===== src/rtl/pyr_pkg.sv =====
// Shared types, constants and helper functions for the packed YUV 4:2:2 to RGB converter.
package pyr_pkg;

    localparam int PYR_QUEUE_DEPTH = 4;

    localparam int BYTE_W  = 8;
    localparam int PIXEL_W = 24;
    localparam int COEF_W  = 18;
    localparam int DIFF_W  = 9;
    localparam int ACC_W   = 27;

    // Q16 coefficients, rounded to the nearest integer.
    localparam logic signed [COEF_W-1:0] COEF_RV = 18'sd92242;
    localparam logic signed [COEF_W-1:0] COEF_GU = 18'sd22643;
    localparam logic signed [COEF_W-1:0] COEF_GV = 18'sd46983;
    localparam logic signed [COEF_W-1:0] COEF_BU = 18'sd116589;

    localparam logic signed [DIFF_W-1:0] CHROMA_OFFSET = 9'sd128;

    localparam logic FMT_RGB888 = 1'b0;
    localparam logic FMT_RGB565 = 1'b1;

    typedef enum logic [1:0] {
        PH_U  = 2'd0,
        PH_Y0 = 2'd1,
        PH_V  = 2'd2,
        PH_Y1 = 2'd3
    } phase_t;

    // One pixel to convert: luma and the shared chroma pair.
    typedef struct packed {
        logic [BYTE_W-1:0] y;
        logic [BYTE_W-1:0] u;
        logic [BYTE_W-1:0] v;
    } job_t;

    // Handshake between the front end and the queue.
    typedef struct packed {
        logic push;
        job_t job;
    } job_req_t;

    function automatic logic signed [DIFF_W-1:0] chroma_diff(input logic [BYTE_W-1:0] c);
        return $signed({1'b0, c}) - CHROMA_OFFSET;
    endfunction

    // Floor the Q16 sum to an integer and clamp it to one byte.
    function automatic logic [BYTE_W-1:0] clip_q16(input logic signed [ACC_W-1:0] acc);
        logic [BYTE_W-1:0] res;
        if (acc[ACC_W-1]) begin
            res = '0;
        end else if (acc[ACC_W-2:16+BYTE_W] != '0) begin
            res = '1;
        end else begin
            res = acc[16+BYTE_W-1:16];
        end
        return res;
    endfunction

    function automatic logic [PIXEL_W-1:0] pack_pixel(
        input logic              fmt,
        input logic [BYTE_W-1:0] r,
        input logic [BYTE_W-1:0] g,
        input logic [BYTE_W-1:0] b
    );
        logic [PIXEL_W-1:0] res;
        if (fmt == FMT_RGB565) begin
            res = {8'd0, r[7:3], g[7:2], b[7:3]};
        end else begin
            res = {r, g, b};
        end
        return res;
    endfunction

endpackage


===== src/rtl/pyr_front.sv =====
// Front end: tracks the byte phase, holds the pair bytes and issues one job per pixel.
module pyr_front (
    input  logic                     aclk,
    input  logic                     aresetn,
    input  logic                     accept,
    input  logic [pyr_pkg::BYTE_W-1:0] data_byte,
    input  logic                     line_start,
    output pyr_pkg::job_req_t        req
);
    import pyr_pkg::*;

    phase_t            phase_reg, phase_next;
    phase_t            cur_phase;
    logic [BYTE_W-1:0] held_u_reg, held_u_next;
    logic [BYTE_W-1:0] held_y0_reg, held_y0_next;
    logic [BYTE_W-1:0] held_v_reg, held_v_next;

    always_ff @(posedge aclk) begin
        if (!aresetn) begin
            phase_reg   <= PH_U;
            held_u_reg  <= '0;
            held_y0_reg <= '0;
            held_v_reg  <= '0;
        end else begin
            phase_reg   <= phase_next;
            held_u_reg  <= held_u_next;
            held_y0_reg <= held_y0_next;
            held_v_reg  <= held_v_next;
        end
    end

    always_comb begin
        // A line start drops any half-finished pair and treats this byte as U.
        cur_phase    = line_start ? PH_U : phase_reg;
        phase_next   = phase_reg;
        held_u_next  = held_u_reg;
        held_y0_next = held_y0_reg;
        held_v_next  = held_v_reg;
        req.push     = 1'b0;
        req.job.y    = held_y0_reg;
        req.job.u    = held_u_reg;
        req.job.v    = data_byte;
        if (accept) begin
            case (cur_phase)
                PH_U: begin
                    held_u_next = data_byte;
                    phase_next  = PH_Y0;
                end
                PH_Y0: begin
                    held_y0_next = data_byte;
                    phase_next   = PH_V;
                end
                PH_V: begin
                    held_v_next = data_byte;
                    req.push    = 1'b1;
                    phase_next  = PH_Y1;
                end
                PH_Y1: begin
                    req.push   = 1'b1;
                    req.job.y  = data_byte;
                    req.job.v  = held_v_reg;
                    phase_next = PH_U;
                end
                default: begin
                    phase_next = PH_U;
                end
            endcase
        end
    end

endmodule


===== src/rtl/pyr_queue.sv =====
// Short first-word-fall-through queue of conversion jobs between front and back end.
module pyr_queue #(
    parameter int DEPTH = pyr_pkg::PYR_QUEUE_DEPTH
) (
    input  logic              aclk,
    input  logic              aresetn,
    input  pyr_pkg::job_req_t req,
    output logic              full,
    output logic              out_valid,
    input  logic              out_ready,
    output pyr_pkg::job_t     out_job
);
    import pyr_pkg::*;

    localparam int PTR_W = (DEPTH > 1) ? $clog2(DEPTH) : 1;
    localparam int CNT_W = $clog2(DEPTH + 1);
    localparam logic [PTR_W-1:0] LAST_PTR = PTR_W'(DEPTH - 1);
    localparam logic [CNT_W-1:0] FULL_CNT = CNT_W'(DEPTH);

    job_t             slot_reg [DEPTH];
    logic [PTR_W-1:0] wr_ptr_reg, wr_ptr_next;
    logic [PTR_W-1:0] rd_ptr_reg, rd_ptr_next;
    logic [CNT_W-1:0] count_reg, count_next;
    logic             do_push;
    logic             do_pop;

    assign full      = (count_reg == FULL_CNT);
    assign out_valid = (count_reg != '0);
    assign out_job   = slot_reg[rd_ptr_reg];
    assign do_push   = req.push && !full;
    assign do_pop    = out_valid && out_ready;

    always_comb begin
        wr_ptr_next = wr_ptr_reg;
        rd_ptr_next = rd_ptr_reg;
        count_next  = count_reg;
        if (do_push) begin
            wr_ptr_next = (wr_ptr_reg == LAST_PTR) ? '0 : wr_ptr_reg + 1'b1;
        end
        if (do_pop) begin
            rd_ptr_next = (rd_ptr_reg == LAST_PTR) ? '0 : rd_ptr_reg + 1'b1;
        end
        if (do_push && !do_pop) begin
            count_next = count_reg + 1'b1;
        end else if (do_pop && !do_push) begin
            count_next = count_reg - 1'b1;
        end
    end

    always_ff @(posedge aclk) begin
        if (!aresetn) begin
            wr_ptr_reg <= '0;
            rd_ptr_reg <= '0;
            count_reg  <= '0;
        end else begin
            wr_ptr_reg <= wr_ptr_next;
            rd_ptr_reg <= rd_ptr_next;
            count_reg  <= count_next;
        end
    end

    always_ff @(posedge aclk) begin
        if (do_push) begin
            slot_reg[wr_ptr_reg] <= req.job;
        end
    end

endmodule


===== src/rtl/pyr_back.sv =====
// Back end: two-stage color conversion (products, then sums, clip and packing).
module pyr_back (
    input  logic                        aclk,
    input  logic                        aresetn,
    input  logic                        job_valid,
    output logic                        job_ready,
    input  pyr_pkg::job_t               job,
    input  logic                        fmt,
    output logic                        m_tvalid,
    input  logic                        m_tready,
    output logic [pyr_pkg::PIXEL_W-1:0] m_tdata
);
    import pyr_pkg::*;

    logic signed [DIFF_W-1:0] du;
    logic signed [DIFF_W-1:0] dv;

    logic                     a_valid_reg, a_valid_next;
    logic [BYTE_W-1:0]        a_y_reg;
    logic signed [ACC_W-1:0]  a_rv_reg;
    logic signed [ACC_W-1:0]  a_gu_reg;
    logic signed [ACC_W-1:0]  a_gv_reg;
    logic signed [ACC_W-1:0]  a_bu_reg;

    logic signed [ACC_W-1:0]  ys;
    logic signed [ACC_W-1:0]  sum_r;
    logic signed [ACC_W-1:0]  sum_g;
    logic signed [ACC_W-1:0]  sum_b;
    logic [PIXEL_W-1:0]       pixel;

    logic                     m_valid_reg, m_valid_next;
    logic [PIXEL_W-1:0]       m_data_reg;
    logic                     m_free;

    assign m_free    = !m_valid_reg || m_tready;
    assign job_ready = !a_valid_reg || m_free;
    assign du        = chroma_diff(job.u);
    assign dv        = chroma_diff(job.v);

    always_comb begin
        a_valid_next = a_valid_reg;
        m_valid_next = m_valid_reg;
        if (job_ready) begin
            a_valid_next = job_valid;
        end
        if (m_free) begin
            m_valid_next = a_valid_reg;
        end
    end

    always_ff @(posedge aclk) begin
        if (!aresetn) begin
            a_valid_reg <= 1'b0;
            m_valid_reg <= 1'b0;
        end else begin
            a_valid_reg <= a_valid_next;
            m_valid_reg <= m_valid_next;
        end
    end

    // Stage A: the four constant products.
    always_ff @(posedge aclk) begin
        if (job_valid && job_ready) begin
            a_y_reg  <= job.y;
            a_rv_reg <= dv * COEF_RV;
            a_gu_reg <= du * COEF_GU;
            a_gv_reg <= dv * COEF_GV;
            a_bu_reg <= du * COEF_BU;
        end
    end

    assign ys    = $signed({3'b000, a_y_reg, 16'h0000});
    assign sum_r = ys + a_rv_reg;
    assign sum_g = ys - a_gu_reg - a_gv_reg;
    assign sum_b = ys + a_bu_reg;
    assign pixel = pack_pixel(fmt, clip_q16(sum_r), clip_q16(sum_g), clip_q16(sum_b));

    // Stage B doubles as the output register.
    always_ff @(posedge aclk) begin
        if (a_valid_reg && m_free) begin
            m_data_reg <= pixel;
        end
    end

    assign m_tvalid = m_valid_reg;
    assign m_tdata  = m_data_reg;

endmodule


===== src/rtl/packed_yuv422_to_rgb_core.sv =====
// Top level of the packed YUV 4:2:2 to RGB888 / RGB565 converter.
//
// The slave channel takes one stream byte per word in the order U, Y0, V, Y1.
// s_tuser marks a line start: that byte is taken as U and any half-finished
// pair is dropped. The word carrying V yields the pixel for Y0, the word
// carrying Y1 the pixel for Y1; U and Y0 words yield nothing.
// The master channel gives one pixel per word, RGB888 as R G B from the high
// byte down, or RGB565 in the low 16 bits, as chosen by the format register
// (cfg_wr_en / cfg_wr_data, written while the block is idle).
// The job from an accepted V or Y1 word enters the queue at the accepting edge,
// the queue head feeds the product stage register, and sum, clip and packing
// land in the output register that drives m_tvalid. The slave channel takes
// one word per cycle while the queue is not full, and every stage can take a
// new job in each cycle while the receiver does not stall.
// When the receiver stalls, the output register and product stage hold, the
// job queue fills, and s_tready falls only once the queue is full.
// Reset clears the byte phase to U, the held bytes, the queue and the format
// (RGB888); s_tready is high in the first cycle after reset.
module packed_yuv422_to_rgb_core #(
    parameter int QUEUE_DEPTH = pyr_pkg::PYR_QUEUE_DEPTH
) (
    input  logic                        aclk,
    input  logic                        aresetn,
    input  logic                        s_tvalid,
    output logic                        s_tready,
    input  logic [7:0]                  s_tdata,   // data_byte[7:0]
    input  logic                        s_tuser,   // line_start
    output logic                        m_tvalid,
    input  logic                        m_tready,
    output logic [pyr_pkg::PIXEL_W-1:0] m_tdata,   // pixel[23:0]
    input  logic                        cfg_wr_en,
    input  logic                        cfg_wr_data  // output_format
);
    import pyr_pkg::*;

    logic     fmt_reg, fmt_next;
    logic     s_accept;
    logic     q_full;
    logic     q_valid;
    logic     q_ready;
    job_t     q_job;
    job_req_t req;

    assign s_tready = !q_full;
    assign s_accept = s_tvalid && s_tready;

    always_comb begin
        fmt_next = cfg_wr_en ? cfg_wr_data : fmt_reg;
    end

    always_ff @(posedge aclk) begin
        if (!aresetn) begin
            fmt_reg <= FMT_RGB888;
        end else begin
            fmt_reg <= fmt_next;
        end
    end

    pyr_front u_front (
        .aclk       (aclk),
        .aresetn    (aresetn),
        .accept     (s_accept),
        .data_byte  (s_tdata),
        .line_start (s_tuser),
        .req        (req)
    );

    pyr_queue #(
        .DEPTH (QUEUE_DEPTH)
    ) u_queue (
        .aclk      (aclk),
        .aresetn   (aresetn),
        .req       (req),
        .full      (q_full),
        .out_valid (q_valid),
        .out_ready (q_ready),
        .out_job   (q_job)
    );

    pyr_back u_back (
        .aclk      (aclk),
        .aresetn   (aresetn),
        .job_valid (q_valid),
        .job_ready (q_ready),
        .job       (q_job),
        .fmt       (fmt_reg),
        .m_tvalid  (m_tvalid),
        .m_tready  (m_tready),
        .m_tdata   (m_tdata)
    );

endmodule


===== config.mk =====
export PLATFORM = sky130hd
export DESIGN_NAME = packed_yuv422_to_rgb_core
export DESIGN_NICKNAME = d
export VERILOG_FILES = /design/src/rtl/pyr_pkg.sv /design/src/rtl/pyr_front.sv /design/src/rtl/pyr_queue.sv /design/src/rtl/pyr_back.sv /design/src/rtl/packed_yuv422_to_rgb_core.sv
export SDC_FILE = /design/constraint.sdc
export NUM_CORES = 1
export LEC_CHECK = 0
export ABC_AREA = 1
export BUFFER_PORTS_ARGS = -buffer_cell sky130_fd_sc_hd__buf_2
export CAP_MARGIN = 10
export CELL_PAD_IN_SITES_DETAIL_PLACEMENT = 0
export CELL_PAD_IN_SITES_GLOBAL_PLACEMENT = 1
export CORE_ASPECT_RATIO = 2
export CORE_MARGIN = 2
export CORE_UTILIZATION = 50
export CTS_CLUSTER_SIZE = 8
export DETAILED_ROUTE_END_ITERATION = 10
export GPL_TIMING_DRIVEN = 0
export PLACE_DENSITY = 0.81
export SLEW_MARGIN = 20
export SYNTH_ARGS = -nofsm -noshare
export SYNTH_HDL_FRONTEND = slang
export SYNTH_SLANG_ARGS = --single-unit

===== constraint.sdc =====
create_clock -name aclk -period 13.8 [get_ports aclk]
set_clock_uncertainty 0.15 [all_clocks]
set_input_delay 2.76 -clock aclk [delete_from_list [all_inputs] [get_ports aclk]]
set_output_delay 2.76 -clock aclk [all_outputs]
set_load 0.02 [all_outputs]

==> results of run 1 <==
[how the worst max path moves through the flow]
stage | start | end | slack [ns] | cells after the start
floorplan | flip-flop | u_back.a_gv_reg[16] | 8.15 | 22
global placement | flip-flop | u_back.a_gv_reg[25] | 6.84 | 20
detailed placement | flip-flop | u_back.a_gv_reg[25] | 6.83 | 20
CTS | flip-flop | u_back.a_bu_reg[23] | 6.79 | 22
global route | flip-flop | u_back.a_gv_reg[16] | 6.57 | 23
finish | flip-flop | u_back.a_bu_reg[23] | 7.04 | 23
[synth_stat cells (3+ instances only)]
cell type	count
dfxtp_1	38
mux2_2	8
xor2_1	45
nand3b_1	7
o21ai_0	107
buf_2	8
a21oi_1	167
a21oi_2	3
o21bai_1	8
o21ai_2	5
edfxtp_1	201
or2_2	5
nor4_1	12
inv_2	5
a32oi_1	7
buf_6	3
fa_1	123
o22ai_1	11
nor3_1	8
buf_1	4
nor2_1	136
o21a_1	3
a31oi_1	7
clkbuf_1	11
nand2_2	10
ha_1	341
nand3_1	123
inv_1	434
nand2_1	407
nand4_1	13
a21o_1	15
xnor2_1	23
o21ai_1	3
[cell families after synthesis]
| family | after synthesis | synth area share (%) |
|---|---|---|
| AND/OR/NAND/NOR | 731 | 14.6 |
| buffers and inverters | 467 | 8.52 |
| adder cells (fa/ha/maj) | 464 | 32.0 |
| AO/OA/AOI/OAI | 350 | 9.29 |
| flip-flops | 239 | 32.3 |
| XOR/XNOR | 68 | 2.83 |
| multiplexers | 8 | 0.428 |
[per-layer routing]
layer / wire (um) / GRT usage (%)
met1: 18400 / 23.8
met2: 30900 / 52.3
met3: 1230 / 2.14
met4: 2830 / 12.3
met5: 0 / 0
[through the flow]
| stage | setup slack, ns | instances | instance area [um2] | hold slack [ns] |
|---|---|---|---|---|
| after detailed placement | 6.83 | 2915 | 22100 | 0.289 |
| after CTS | 6.79 | 2976 | 23200 | 0.296 |
| final | 7.04 | 2978 | 23200 | 0.293 |
| after global routing | 6.57 | 2978 | 23200 | 0.305 |
| after global placement | 6.84 | 2907 | 21900 | 0.283 |
| after floorplan | 8.15 | 2327 | 21000 | 0.274 |
[worst register-to-register path: stages (launching register included)]
cell and delay (ns):
dfxtp_1 0.29, buf_4 0.17, inv_2 0.10, buf_2 0.26, buf_1 0.49, a21oi_1 0.09
a32oi_1 0.63, ha_1 0.36, inv_1 0.22, fa_1 0.57, inv_1 0.06, fa_1 0.46
fa_1 0.55, inv_1 0.06, fa_1 0.54, inv_1 0.05, ha_1 0.35, a21oi_1 0.34
nor2_1 0.07, nor2_1 0.15, nor3_1 0.06, o21ai_0 0.16, nand3_1 0.14, xor2_1 0.18
[cell type report]
type / instances / area share (%)
well taps: 540 / 2.91
clock buffers: 55 / 4.19
repair buffers: 50 / 1.54
clock inverters: 6 / 0.453
multi-input cells: 1621 / 53.9
flip-flops and latches: 239 / 29.3
inverters: 439 / 7.11
plain buffers: 28 / 0.626
==> impl_metrics.env, run 1 <==
export IMPL_outcome="completed"
export IMPL_cts_post_setup_buffers_inserted=0
export IMPL_gr_usage_all_layers_pct=25.2
export IMPL_yosysSeqAreaShare_pct=32.3
export IMPL_worst_hold_startpoint="u_front.held_y0_reg[0]"
export IMPL_initialDrtViolationCount=703
export IMPL_ioPinCount=41
export IMPL_worstSetupPathType="reg2reg"
export IMPL_detail_route_antenna_nets=0
export IMPL_finalWorstPathRequiredPeriod_ns=6.76
export IMPL_flip_flop_count_of_the_largest_register_after_layout=96
export IMPL_post_route_period_util_pct=49.0
export IMPL_multi_input_comb_area_um2=12500
export IMPL_number_of_buffers_inserted_during_clock_tree_synthesis=36
export IMPL_timing_slew_headroom_pct=29.6
export IMPL_max_stage_delay_ns=0.63
export IMPL_hold_path_class="reg2reg"
export IMPL_drv_max_cap_violation_count=0
export IMPL_slew_violations=0
export IMPL_peak_clock_frequency_supported_by_timing_mhz=148
export IMPL_cp_required_ns=13.92
export IMPL_post_route_cells_drive_above_1_share_pct=6.48
export IMPL_clock_latency_ns=0.55
export IMPL_cts_repair_resized=0
export IMPL_clock_tree_htree_level_count=2
export IMPL_crit_path_top_delay_cell="a32oi_1"
export IMPL_crit_family="adder cells"
export IMPL_rsz0062_at_grt="no"
export IMPL_critical_path_endpoint_type="flip-flop"
export IMPL_cp_arrival_ns=6.88
export IMPL_synthToLayoutAreaGrowth_pct=10.3
export IMPL_maximum_number_of_pins_on_one_net_before_global_route_repair=67
export IMPL_core_um2=41600
export IMPL_hpwl_mm=44.6
export IMPL_number_of_warning_messages_in_the_yosys_log=0
export IMPL_finalSetupViolations=0
export IMPL_worstMarginPinSlew_ns=1.05
export IMPL_worst_path_max_fanout=10
export IMPL_die_area_um2=43800
export IMPL_synth_top_cells_by_area="edfxtp_1 29%, ha_1 20%, fa_1 12%, inv_1 7.7%, nand2_1 7.3%"
export IMPL_vias_in_the_first_global_route=16700
export IMPL_dr_total_vias=15800
export IMPL_holdPathEnd="u_front.held_y0_reg[0]"
export IMPL_ff_latch_area_um2=6800
export IMPL_cts_root_buffer_cell="clkbuf_16"
export IMPL_ff2ff_path_depth=23
export IMPL_finalCoreUtilization_pct=55.7
export IMPL_drt_drc_violations_left=0
export IMPL_path_cells="buf_4 -> inv_2 -> buf_2 -> buf_1 -> a21oi_1 -> a32oi_1 -> ha_1 -> inv_1 -> fa_1 -> inv_1 -> fa_1 -> fa_1 -> inv_1 -> fa_1 -> inv_1 -> ha_1 -> a21oi_1 -> nor2_1 -> nor2_1 -> nor3_1 -> o21ai_0 -> nand3_1 -> xor2_1"
export IMPL_buf_inv_stages_crit_path=8
export IMPL_reg_clk_slew_reported_paths_ns=0.05
export IMPL_cts_num_sinks=239
export IMPL_ys_seq_elements=239
export IMPL_routabilityCongestion=0.930
export IMPL_vias_per_cell=5.29
export IMPL_synth_area_um2=21000
export IMPL_reg2reg_capture_point="u_back.a_bu_reg[23]"
export IMPL_ctsHoldBuffers=0
export IMPL_filler_cell_count=3845
export IMPL_mostFrequentLayoutCells="433 x inv_1, 407 x nand2_1, 341 x ha_1, 201 x edfxtp_1, 166 x a21oi_1"
export IMPL_yosysUniqueCellTypes=53
export IMPL_wire_per_inst_um=17.9
export IMPL_die_x_extent_um=149
export IMPL_clock_tree_from_tritoncts="built"
export IMPL_layout_commonest_cell="inv_1"
export IMPL_synth_area_per_cell_um2=9.04
export IMPL_syn_instance_count=2327
export IMPL_synth_largest_area_cell="edfxtp_1"
export IMPL_number_of_antenna_violations_at_the_first_check_in_global_routing=0
export IMPL_r2r_slack_ns=7.04
export IMPL_grt_pass1_wl_mm=84.8
export IMPL_initial_utilization_pct=50.5
export IMPL_final_setup_tns_ns=0
export IMPL_postSynthNetCount=2806
export IMPL_postSynth_topFlopCell="edfxtp_1"
export IMPL_ys_async_sr_fraction_pct=0
export IMPL_placement_rows=106
export IMPL_first_pass_iteration_count_of_the_detailed_router=5
export IMPL_total_grt_overflow=0
export IMPL_hold_path_cell_count=2
export IMPL_cts_path_max_buffers=3
export IMPL_die_span_y_um=294
export IMPL_cp_start_kind="flip-flop"
export IMPL_postRouteWirelength_mm=53.4
export IMPL_proportion_of_netlist_area_held_by_the_largest_area_contributor_pct=28.7
export IMPL_place_port_buffers=40
export IMPL_diodes=0
export IMPL_timing_hold_violations_final=0
export IMPL_edff_count_synth=201
export IMPL_nets=2894
Power of run 1 is not shown: default switching activity piles up to over one toggle a cycle in this logic, so the estimate is an artifact.
==> run 2: changes to the inputs <==
--- a/config.mk
+++ b/config.mk
@@ -5,7 +5,7 @@
 export SDC_FILE = /design/constraint.sdc
 export NUM_CORES = 1
 export LEC_CHECK = 0
-export ABC_AREA = 1
+export ABC_AREA = 0
 export BUFFER_PORTS_ARGS = -buffer_cell sky130_fd_sc_hd__buf_2
 export CAP_MARGIN = 10
 export CELL_PAD_IN_SITES_DETAIL_PLACEMENT = 0
@@ -16,7 +16,7 @@
 export CTS_CLUSTER_SIZE = 8
 export DETAILED_ROUTE_END_ITERATION = 10
 export GPL_TIMING_DRIVEN = 0
-export PLACE_DENSITY = 0.81
+export PLACE_DENSITY = 0.78
 export SLEW_MARGIN = 20
 export SYNTH_ARGS = -nofsm -noshare
 export SYNTH_HDL_FRONTEND = slang
==> constraint.sdc (replaced) <==
create_clock -name aclk -period 6.5 [get_ports aclk]
set_clock_uncertainty 0.15 [all_clocks]
set_input_delay 1.3 -clock aclk [delete_from_list [all_inputs] [get_ports aclk]]
set_output_delay 1.3 -clock aclk [all_outputs]
set_load 0.02 [all_outputs]
==> run 2 against run 1 <==
Die area down 8.0%. Flip-flop and latch count unchanged. Fmax up 6.2%. First-iteration DRC count down 56%. Worst setup slack worse by 6.9 ns. Sequential share of layout area up 1.8 points. Highest routed layer unchanged.
==> impl_metrics.env, run 2 <==
export IMPL_outcome="completed"
export IMPL_postPlaceCellArea_um2=20300
export IMPL_cp_required_ns=6.62
export IMPL_worst_path_max_fanout=10
export IMPL_edff_count_synth=201
export IMPL_routabilityCongestion=0.912
export IMPL_preCtsSetupSlack_ns=-0.760
export IMPL_nets=2273
export IMPL_flip_flop_count_of_the_largest_register_after_layout=96
export IMPL_postSynthNetCount=2151
export IMPL_timing_hold_violations_final=0
export IMPL_ys_seq_elements=239
export IMPL_hpwl_mm=33.1
export IMPL_synthToLayoutAreaGrowth_pct=13.0
export IMPL_post_route_period_util_pct=98.0
export IMPL_first_pass_iteration_count_of_the_detailed_router=5
export IMPL_worstMarginPinSlew_ns=0.800
export IMPL_place_port_buffers=40
export IMPL_cp_start_kind="flip-flop"
export IMPL_cts_num_sinks=239
export IMPL_clock_latency_ns=0.53
export IMPL_die_area_um2=40300
export IMPL_finalSetupViolations=0
export IMPL_synth_area_per_cell_um2=11.6
export IMPL_die_span_y_um=282
export IMPL_ys_async_sr_fraction_pct=0
export IMPL_synth_top_cells_by_area="edfxtp_1 31%, ha_1 22%, fa_1 13%, inv_1 6.1%, dfxtp_1 3.9%"
export IMPL_dr_total_vias=12400
export IMPL_initialDrtViolationCount=307
export IMPL_yosysSeqAreaShare_pct=35.2
export IMPL_synth_area_um2=19300
export IMPL_number_of_buffers_inserted_during_clock_tree_synthesis=36
export IMPL_grt_pass1_wl_mm=66.8
export IMPL_yosys_top_cells_count="341 x ha_1, 314 x inv_1, 201 x edfxtp_1"
export IMPL_worstSetupPathType="reg2reg"
export IMPL_gr_usage_all_layers_pct=21.5
export IMPL_postSynth_topFlopCell="edfxtp_1"
export IMPL_clock_tree_from_tritoncts="built"
export IMPL_drt_drc_violations_left=0
export IMPL_postRouteWirelength_mm=41.0
export IMPL_finalWorstPathRequiredPeriod_ns=6.37
export IMPL_syn_instance_count=1672
export IMPL_core_um2=38000
export IMPL_number_of_antenna_violations_at_the_first_check_in_global_routing=0
export IMPL_synth_largest_area_cell="edfxtp_1"
export IMPL_peak_clock_frequency_supported_by_timing_mhz=157
export IMPL_vias_per_cell=5.33
export IMPL_slew_violations=0
export IMPL_placement_rows=101
export IMPL_timing_slew_headroom_pct=46.2
export IMPL_worst_hold_startpoint="u_front.held_v_reg[2]"
export IMPL_critical_path_endpoint_type="flip-flop"
export IMPL_clock_tree_htree_level_count=2
export IMPL_hold_path_class="reg2reg"
export IMPL_detail_route_antenna_nets=0
export IMPL_cp_arrival_ns=6.49
export IMPL_yosysUniqueCellTypes=71
export IMPL_ioPinCount=41
export IMPL_reg_clk_slew_reported_paths_ns=0.05
export IMPL_vias_in_the_first_global_route=13800
export IMPL_initial_utilization_pct=50.8
export IMPL_proportion_of_netlist_area_held_by_the_largest_area_contributor_pct=31.2
export IMPL_number_of_warning_messages_in_the_yosys_log=0
export IMPL_total_grt_overflow=0
export IMPL_postLayoutCellArea_um2=21800
export IMPL_fin_ws_ns=0.132
export IMPL_cts_path_max_buffers=3
export IMPL_wire_per_inst_um=17.6
export IMPL_maximum_number_of_pins_on_one_net_before_global_route_repair=27
export IMPL_mostFrequentLayoutCells="335 x ha_1, 308 x inv_1, 201 x edfxtp_1, 122 x fa_1, 77 x nor2_1"
export IMPL_yosys_cell_count_top_type="ha_1"
export IMPL_layout_commonest_cell="ha_1"
export IMPL_ctsHoldBuffers=0
export IMPL_rsz0062_at_grt="yes"
export IMPL_post_route_cells_drive_above_1_share_pct=12.5
export IMPL_die_x_extent_um=143
export IMPL_cts_root_buffer_cell="clkbuf_16"
export IMPL_drv_max_cap_violation_count=0
==> run 2: cell types whose count changed after synthesis, moves of 59 or more <==
cell / change
nand2_1: -346
inv_1: -120
a21oi_1: -99
nand3_1: -91
o21ai_0: -71
nor2_1: -59
==> run 2: final cells by class <==
type	count	area, um2
Antenna cell	1	2.50
Buffer	22	158
Clock buffer	59	1010
Clock inverter	3	30.0
Fill cell	3188	16200
Inverter	315	1190
Multi-Input combinational cell	1096	11400
Sequential cell	239	6800
Tap cell	515	644
Timing Repair Buffer	84	608
==> run 2: routing by layer <==
layer	share of wire [%]	routed length [um]	vias up	global-route usage, %
met5	0	0	-	0
met4	5.7	2330	0	11.1
met3	2.9	1200	115	2.65
met2	58	23700	229	43.7
met1	34	13800	6038	20.2
li1	-	-	6053	-
==> run 2: path summary, 6_finish.rpt <==
| kind | cells past startpoint | to | slack, ns |
|---|---|---|---|
| setup / recovery | 20 | u_back.a_bu_reg[26] | 0.13 |
| setup reg to reg | 20 | u_back.a_bu_reg[26] | 0.13 |
| hold reg to reg | 2 | u_front.held_v_reg[2] | 0.32 |
| hold / removal | 2 | u_front.held_v_reg[2] | 0.32 |
==> run 2: repair_timing <==
item,in CTS,in global routing
setup buffers,12,28
setup endpoints to repair,28,16
pin swaps,3,9
gates cloned,0,1
resized for setup,27,21
==> run 2: cell families after synthesis <==
family | Yosys count | share of synthesized area (%)
adders and majority gates | 464 | 34.8
and+or+nand+nor | 264 | 6.62
xor gates and xnor gates | 70 | 3.17
muxes | 50 | 4.32
buffers and inverters | 337 | 6.60
AOI/OAI and AO/OA | 248 | 9.26
DFF | 239 | 35.2
==> run 2: metrics by stage <==
step | instances | hold WS [ns] | TNS [ns] | util, %
after CTS | 2304 | 0.317 | -0.0561 | 56.5
after global routing | 2333 | 0.332 | -0.205 | 57.4
after floorplan | 1672 | 0.290 | 0 | -
after detailed placement | 2230 | 0.307 | -6.16 | 53.3
final | 2334 | 0.319 | 0 | 57.4
after global placement | 2227 | 0.299 | -5.36 | 53.0
==> run 2: worst max-delay path, cell delays in order, from the launching register on <==
cell and delay, ns:
dfxtp_1 0.33, buf_8 0.16, buf_12 0.16, mux4_2 0.65, buf_4 0.20, ha_4 0.33
inv_1 0.07, fa_1 0.49, fa_1 0.51, inv_1 0.06, fa_1 0.49, ha_1 0.35
ha_4 0.26, a211o_1 0.33, a31oi_4 0.16, o21a_1 0.21, o21ai_2 0.12, o41ai_4 0.30
o21ai_1 0.11, a311o_1 0.36, a211o_1 0.29
Power of run 2 is left out for the same reason.
